==> config.mk <==
export PLATFORM = sky130hd
export DESIGN_NAME = s2c_sincos
export DESIGN_NICKNAME = d
export VERILOG_FILES = /design/src/design/s2c_pkg.sv /design/src/design/s2c_sincos.sv
export SDC_FILE = /design/constraint.sdc
export NUM_CORES = 2
export LEC_CHECK = 0
export ABC_CLOCK_PERIOD_IN_PS = 5600
export BUFFER_PORTS_ARGS = -buffer_cell sky130_fd_sc_hd__buf_2
export CAP_MARGIN = 20
export CORE_MARGIN = 2
export CORE_UTILIZATION = 51
export CTS_CLUSTER_DIAMETER = 30
export DETAILED_ROUTE_END_ITERATION = 7
export PLACE_DENSITY = 0.66
export SETUP_SLACK_MARGIN = 0.4
export SYNTH_ARGS = -nofsm -noshare
export SYNTH_HDL_FRONTEND = slang
export SYNTH_SLANG_ARGS = --single-unit
==> constraint.sdc <==
create_clock -name clock -period 5.6 [get_ports clock]
set_input_delay 0.84 -clock clock [delete_from_list [all_inputs] [get_ports clock]]
set_output_delay 0.84 -clock clock [all_outputs]
set_load 0.1 [all_outputs]
==> src/design/s2c_pkg.sv <==
package s2c_pkg;

   // field widths of the transaction ports
   localparam int IN_W = 16;
   localparam int ANGLE_BITS = 16;
   localparam int RADIUS_BITS = 16;
   localparam int OUT_W = RADIUS_BITS + 1;

   // CORDIC datapath: Q2.30 values, angles as 2^-32 of a full turn
   localparam int CORDIC_STEPS = 16;
   localparam int PHASE_W = 32;
   localparam int CORDIC_W = 32;
   localparam int CORDIC_GAIN = 652032874;
   localparam logic [PHASE_W-1:0] OCTANT_BIAS = PHASE_W'(1) << (PHASE_W - 3);

   // trig outputs, signed Q1.15
   localparam int TRIG_W = 16;
   localparam int TRIG_MAX = 32767;
   localparam int Q15_SHIFT = TRIG_W - 1;
   localparam int Q_W = CORDIC_W + 1 - Q15_SHIFT;
   localparam logic [CORDIC_W:0] ROUND_Q15 = (CORDIC_W + 1)'(1) << (Q15_SHIFT - 1);

   // pipeline layout: fold, CORDIC steps, convert, then product / abs / scale / round
   localparam int TRIG_STAGES = CORDIC_STEPS + 2;
   localparam int ST_PROD = TRIG_STAGES;
   localparam int ST_ABS = TRIG_STAGES + 1;
   localparam int ST_MUL = TRIG_STAGES + 2;
   localparam int ST_OUT = TRIG_STAGES + 3;
   localparam int PIPE_DEPTH = TRIG_STAGES + 4;

   // product and scaling widths
   localparam int PROD_W = 2 * TRIG_W - 1;
   localparam int MAG_W = 2 * (TRIG_W - 1);
   localparam int ZMAG_W = TRIG_W - 1;
   localparam int SCALE_W = MAG_W + RADIUS_BITS;
   localparam int ZSCALE_W = ZMAG_W + RADIUS_BITS;
   localparam logic [SCALE_W:0] ROUND_XY = (SCALE_W + 1)'(1) << (MAG_W - 1);
   localparam logic [ZSCALE_W:0] ROUND_Z = (ZSCALE_W + 1)'(1) << (ZMAG_W - 1);

   // atan(2^-i) in 2^-32 of a full turn
   localparam logic [CORDIC_W-1:0] ATAN_TURN [CORDIC_STEPS] = '{
      32'd536870912, 32'd316933406, 32'd167458907, 32'd85004756,
      32'd42667331,  32'd21354465,  32'd10679838,  32'd5340245,
      32'd2670163,   32'd1335087,   32'd667544,    32'd333772,
      32'd166886,    32'd83443,     32'd41722,     32'd20861
   };

   typedef enum logic [1:0] {
      QUAD_0,
      QUAD_1,
      QUAD_2,
      QUAD_3
   } quad_type;

   // round Q2.30 to Q1.15, ties upward, clamp to +/-TRIG_MAX
   function automatic logic signed [TRIG_W-1:0] to_q15(input logic signed [CORDIC_W-1:0] v);
      logic [CORDIC_W:0] sum;
      logic signed [Q_W-1:0] q;
      logic signed [TRIG_W-1:0] r;
      sum = {v[CORDIC_W-1], v} + ROUND_Q15;
      q = $signed(sum[CORDIC_W:Q15_SHIFT]);
      if (q > $signed(Q_W'(TRIG_MAX))) begin
         r = TRIG_W'(TRIG_MAX);
      end else if (q < -$signed(Q_W'(TRIG_MAX))) begin
         r = -$signed(TRIG_W'(TRIG_MAX));
      end else begin
         r = q[TRIG_W-1:0];
      end
      return r;
   endfunction

endpackage

==> src/design/s2c_sincos.sv <==
module s2c_sincos (
   input  logic                                 clock,
   input  logic                                 advance,
   input  logic [s2c_pkg::ANGLE_BITS-1:0]       angle,
   output logic signed [s2c_pkg::TRIG_W-1:0]    cos_q15,
   output logic signed [s2c_pkg::TRIG_W-1:0]    sin_q15
);
   import s2c_pkg::*;

   logic [PHASE_W-1:0] phase;
   logic [PHASE_W-1:0] phase_bias;
   logic [PHASE_W-1:0] fold_rem;

   logic signed [CORDIC_W-1:0] x_in [0:CORDIC_STEPS];
   logic signed [CORDIC_W-1:0] y_in [0:CORDIC_STEPS];
   logic signed [CORDIC_W-1:0] z_in [0:CORDIC_STEPS];
   quad_type                   quad_in [0:CORDIC_STEPS];
   logic signed [CORDIC_W-1:0] x_ff [0:CORDIC_STEPS];
   logic signed [CORDIC_W-1:0] y_ff [0:CORDIC_STEPS];
   logic signed [CORDIC_W-1:0] z_ff [0:CORDIC_STEPS];
   quad_type                   quad_ff [0:CORDIC_STEPS];

   logic signed [TRIG_W-1:0] c_raw;
   logic signed [TRIG_W-1:0] s_raw;
   logic signed [TRIG_W-1:0] cos_in;
   logic signed [TRIG_W-1:0] sin_in;
   logic signed [TRIG_W-1:0] cos_ff;
   logic signed [TRIG_W-1:0] sin_ff;

   // fold into the quarter turn centred on zero
   assign phase = {angle, {(PHASE_W - ANGLE_BITS){1'b0}}};
   assign phase_bias = phase + OCTANT_BIAS;
   assign fold_rem = phase - {phase_bias[PHASE_W-1 -: 2], {(PHASE_W - 2){1'b0}}};

   assign x_in[0] = CORDIC_W'(CORDIC_GAIN);
   assign y_in[0] = '0;
   assign z_in[0] = $signed(fold_rem);
   assign quad_in[0] = quad_type'(phase_bias[PHASE_W-1 -: 2]);

   for (genvar i = 0; i < CORDIC_STEPS; i++) begin : g_step
      logic signed [CORDIC_W-1:0] xs;
      logic signed [CORDIC_W-1:0] ys;
      assign xs = x_ff[i] >>> i;
      assign ys = y_ff[i] >>> i;
      always_comb begin
         if (!z_ff[i][CORDIC_W-1]) begin
            x_in[i+1] = x_ff[i] - ys;
            y_in[i+1] = y_ff[i] + xs;
            z_in[i+1] = z_ff[i] - $signed(ATAN_TURN[i]);
         end else begin
            x_in[i+1] = x_ff[i] + ys;
            y_in[i+1] = y_ff[i] - xs;
            z_in[i+1] = z_ff[i] + $signed(ATAN_TURN[i]);
         end
         quad_in[i+1] = quad_ff[i];
      end
   end

   always_ff @(posedge clock) begin
      if (advance) begin
         for (int k = 0; k <= CORDIC_STEPS; k++) begin
            x_ff[k] <= x_in[k];
            y_ff[k] <= y_in[k];
            z_ff[k] <= z_in[k];
            quad_ff[k] <= quad_in[k];
         end
      end
   end

   assign c_raw = to_q15(x_ff[CORDIC_STEPS]);
   assign s_raw = to_q15(y_ff[CORDIC_STEPS]);

   // undo the quadrant fold
   always_comb begin
      case (quad_ff[CORDIC_STEPS])
         QUAD_0: begin
            cos_in = c_raw;
            sin_in = s_raw;
         end
         QUAD_1: begin
            cos_in = -s_raw;
            sin_in = c_raw;
         end
         QUAD_2: begin
            cos_in = -c_raw;
            sin_in = -s_raw;
         end
         default: begin
            cos_in = s_raw;
            sin_in = -c_raw;
         end
      endcase
   end

   always_ff @(posedge clock) begin
      if (advance) begin
         cos_ff <= cos_in;
         sin_ff <= sin_in;
      end
   end

   assign cos_q15 = cos_ff;
   assign sin_q15 = sin_ff;

endmodule

# ---- After elaboration in Yosys (flattened, before gate mapping)
# Memories as Yosys holds them, arrays and structs flattened.
# Cells that the tools add are included.
dict set report totals {
  register_bits 32
  latch_bits 0
  ram_bits 1666
  mem_bits_ro 0
  in_bits 18
  output_inout_bits 32
  word_cells 170
  mem_count 4
}
dict set report op_classes {
  addsub 101
  multipliers 0
  div 0
  magnitude_cmp 4
  n_eq_ne 2
  shift 0
  n_mux 56
  bitwise 0
  n_reduce_logical 1
}
# name depth word_bits rd rd_ports_with_merged_regs wr line
set memory_table {}
lappend memory_table {x_ff 17 32 17 0 17 s2c_sincos.sv:18} ;# logic signed [CORDIC_W-1:0] x_ff [0:CORDIC_STEPS];
lappend memory_table {y_ff 17 32 17 0 17 s2c_sincos.sv:19} ;# logic signed [CORDIC_W-1:0] y_ff [0:CORDIC_STEPS];
lappend memory_table {z_ff 17 32 16 0 17 s2c_sincos.sv:20} ;# logic signed [CORDIC_W-1:0] z_ff [0:CORDIC_STEPS];
lappend memory_table {quad_ff 17 2 17 0 17 s2c_sincos.sv:21} ;# quad_type quad_ff [0:CORDIC_STEPS];
# op count
set op_table {}
lappend op_table {{$mux 32} 48}
lappend op_table {{$pmux 16 s3} 2}
lappend op_table {{$sub 32x32->32} 3}
lappend op_table {{$add 32x16->33 const B} 2}
lappend op_table {{$add 32x17->32} 2}
lappend op_table {{$add 32x18->32} 2}
lappend op_table {{$add 32x19->32} 2}
lappend op_table {{$add 32x20->32} 2}
lappend op_table {{$add 32x21->32} 2}
lappend op_table {{$add 32x22->32} 2}
lappend op_table {{$add 32x23->32} 2}
lappend op_table {{$add 32x24->32} 2}
lappend op_table {{$add 32x25->32} 2}
lappend op_table {{$add 32x26->32} 2}
lappend op_table {{$add 32x27->32} 2}
lappend op_table {{$add 32x28->32} 2}
lappend op_table {{$add 32x29->32} 2}
lappend op_table {{$add 32x30->32} 2}
lappend op_table {{$add 32x30->32 const B} 2}
lappend op_table {{$add 32x31->32} 2}
lappend op_table {{$mux 16} 4}
lappend op_table {{$sub 32x17->32} 2}
lappend op_table {{$sub 32x18->32} 2}
lappend op_table {{$sub 32x19->32} 2}
lappend op_table {{51 further kinds} 67}

# ---- Longest topological paths before layout
# An unclocked memory read counts as a cell.
dict set report depth {
  depth_word 7
  depth_mapped 22
  ltp_nobuf 22
}

# ---- Least setup slack after synthesis
# OpenSTA, ideal clock, no wires.
dict set report synth_timing {
  path_type {flip-flop to flip-flop}
  from {memory z_ff[2][31] (netlist: z_ff[0][95])}
  to {memory z_ff[3][31] (netlist: z_ff[0][127]), data pin}
  setup_ps 146
  arrival_time_ps 4657
  required_time_ps 5454
  setup_slack_ps 798
  stages_incl_launch_ff 19
  path_buffers 5
  period_less_slack_ps 4802
  path_cell_list {edfxtp_1 clkbuf_1 clkbuf_1 clkbuf_1 clkbuf_1 inv_1 ha_1 clkbuf_1 nor2b_1 o21ai_0 a21boi_0 o21ai_0 a21boi_0 o21ai_0 a21oi_1 o41ai_1 o21ai_0 a21o_1 a21oi_1}
}
# item line
set synth_lines {}
lappend synth_lines {{start, declared} s2c_sincos.sv:20}

==> impl_metrics.csv <==
group,metric,value,unit
global_routing,grt_max_degree,155,
yosys,synth_nets,13142,
worst_setup_path,critPathMaxStageDelay,0.65,ns
worst_setup_path,rr_worst_depth,17,
clock_network,cts_tree,"built",
timing,setup_viol,0,
min_path,hold-path-cell-count,1,
placed_design,dp_hpwl,229.2,mm
yosys,ys_async_sr_fraction,0,
clock_network,cts_inserted_buffers,342,
timing,hold_ws,0.06701,ns
worst_setup_path,critPathKind,"reg -> reg",
yosys,seq_area_frac_synth,0.3650,
yosys,synth_flop_cell,"edfxtp_1",
global_routing,grt_overflow,0,
timing,min_period,4.969,ns
job,maxCapViolCount,0,
worst_setup_path,critical_path_arrival,5.65,ns
placed_design,routabilityCongestion,0.9301,
worst_setup_path,endpoint_kind,"flip-flop",
yosys,synth_top_area_frac,0.3650,
timing,clock.fmax,0.2013,GHz
layout,layout_commonest_cell,"edfxtp_1",
yosys,yosys.area.top_type,"edfxtp_1",
detailed_routing,viasPerCell,5.839,
layout,areaGrowthSynthToFinish,13.81,%
clock_network,cts_buffer_depth,4,
global_routing,grt_util_all_layers,0.2498,
worst_setup_path,cp.required,6.28,ns
yosys,synth-simple-area-share,0.1330,
placed_design,io_buffers,49,
worst_setup_path,worst-path-max-fanout,5,
yosys,synth_top_family_by_area,"compound AO/OA/AOI/OAI gates",
layout,layout_common_cells,"1397 x edfxtp_1, 1299 x ha_1, 1278 x a21oi_1",
worst_setup_path,crit_chain,"or4_1 > nor3_2 > nand2_1 > or2_2 > o41ai_1 > xnor2_1 > ha_1 > and3_1 > and3_1 > and2_1 > a2111oi_0 > a31oi_1 > a21o_1 > a21oi_1 > o21bai_1 > a21oi_1 > xnor2_1",
timing,tightestPinTransition,1.055,ns
floorplanning,initial_core_util,0.5120,
layout,fillCellCount,19075,
floorplanning,num_rows,174,
layout,drive_above_1_share,0.07471,
layout,finish.utilization,0.5827,
worst_setup_path,cp-start-kind,"flip-flop",
timing,finalCritPeriodShare,0.8873,
global_routing,antenna_found_initial,5,
floorplanning,ios,50,
layout,nets,13483,
detailed_routing,avgRoutedWirePerCell,19.05,um
clock_network,root_buffer,"clkbuf_16",
yosys,synth_fa_ha_area_frac,0.1485,
detailed_routing,first_pass_iters,6,
detailed_routing,drt_iter0_markers,6145,
clock_network,cts.sinks,1397,
yosys,ys_ff_latch,1397,
global_routing,first_global_vias,88270,
clock_network,insertion_delay,0.94,ns
yosys,synth_area_leaders,"edfxtp_1 37%, ha_1 14%, xnor2_1 8.6%",
min_path,hp-class,"in -> reg",
yosys,synth_xor_area_frac,0.1301,
yosys,netlist_area,0.1149,mm^2
timing,setup_tns,0,ns
clock_network,htree_num_levels,5,
timing,final-hold-violation-count,0,
floorplanning,die_x,478.7,um
floorplanning,die_y,478.7,um
yosys,avgSynthCellArea,9.753,um^2
layout,instances_no_fill,15379,
outcome,status,"complete, no violations",
timing,fin_skew,0.07931,ns
global_routing,grt_pass1_wl,467.6,mm
yosys,synth_edf_count,1397,
placed_design,dp.cells,14764,
yosys,yosysWarnings,0,
timing,relSlewSlack,0.2967,
yosys,yosys.cell_types.count,112,
floorplanning,core,0.2245,mm^2
clock_network,clk_pin_slew_worst_paths,0.05,ns
worst_setup_path,critPathSlowestCell,"or4_1",
floorplanning,dieArea,0.2292,mm^2
timing,rsz0062_at_grt,"no",
yosys,synth-compound-area-share,0.1887,
detailed_routing,drc,0,
detailed_routing,wl,293.0,mm
yosys,syn_inst,11784,
yosys,muxShareOfSynthArea,0.01280,
timing,maxSlewViolCount,0,
detailed_routing,antenna_left,0,
detailed_routing,vias,89796,
==> state kept, by name, summed over array words and instances, names as in the netlist <==
register and cells:
sin_q15 16, z_ff 422, x_ff 442, quad_ff 34, cos_q15 16, y_ff 467
==> routing by layer <==
layer	global-route usage	up-vias	part of all wire
li1	-	44527	-
met1	0.3217	42576	0.44
met2	0.4279	2143	0.48
met3	0.03714	546	0.049
met4	0.08568	4	0.032
met5	0	-	0.000089
==> synth_stat cells (40+ instances only) <==
cell type / instances
a211oi_1: 93
a21o_1: 496
a21oi_1: 1281
a31oi_1: 116
and2_1: 84
and3_1: 87
clkbuf_1: 127
edfxtp_1: 1397
fa_1: 40
ha_1: 1300
inv_1: 472
mux2_2: 50
mux2i_1: 48
nand2_1: 526
nand2b_1: 205
nand3_1: 212
nand4_1: 68
nor2_1: 1037
nor2b_1: 189
nor3_1: 347
nor4_1: 63
o21a_1: 219
o21ai_0: 579
o21bai_1: 147
o31ai_1: 58
or2_2: 44
or3_1: 94
xnor2_1: 1130
xor2_1: 577
==> critical path: cells and delay by family (launching register included) <==
kind | cells | cell delay [ns]
compound gates | 7 | 1.83
xor+xnor | 2 | 0.25
flops | 1 | 0.46
simple gates | 7 | 1.91
fa+ha+maj | 1 | 0.28
==> final timing paths <==
check,from,end,slack [ns]
worst max-delay path,y_ff[8][8]$_DFFE_PP_,x_ff[0][318]$_DFFE_PP_,0.63
worst min-delay path,angle[0],z_ff[0][16]$_DFFE_PP_,0.07
worst max register to register,y_ff[8][8]$_DFFE_PP_,x_ff[0][318]$_DFFE_PP_,0.63
worst min register to register,quad_ff[5][1]$_DFFE_PP_,quad_ff[6][1]$_DFFE_PP_,0.40
==> final cells by class <==
| class | count | area (um^2) | share of cell area |
|---|---|---|---|
| multi-input cells | 9733 | 70720 | 0.5407 |
| flip-flops and latches | 1397 | 41950 | 0.3207 |
| clock buffers | 385 | 8805 | 0.06731 |
| well taps | 2992 | 3744 | 0.02862 |
| clock inverters | 215 | 2405 | 0.01839 |
| inverters | 478 | 1794 | 0.01372 |
| repair buffers | 173 | 1364 | 0.01043 |
| diodes | 6 | 15.01 | 0.0001148 |
==> logic make-up (layout without fill, tap and decap cells) <==
family	Yosys count	after routing
compound gates	3451	3451
xor+xnor	1707	1707
fa+ha+maj	1340	1340
buf+inv	654	1251
flops	1397	1397
mux	117	117
other cells	0	6
simple gates	3118	3118
==> stage by stage <==
step	worst slack (ns)	cell area, um^2
after floorplan	0.7976	114900
after global placement	0.5224	119200
after detailed placement	0.3536	119200
after CTS	0.4481	130500
after global routing	0.3742	130800
final	0.6312	130800
==> repair_timing <==
item | 4_1_cts | 5_1_grt
endpoints found under the setup margin | 4 | 51
hold buffers | 4 | 0
endpoints found under the hold margin | 4 | 0
pin swaps | 0 | 4
buffers inserted | 0 | 5
resized for setup | 1 | 54
Power is not shown: default switching activity piles up to over one toggle a cycle in this logic, so the estimate is an artifact.
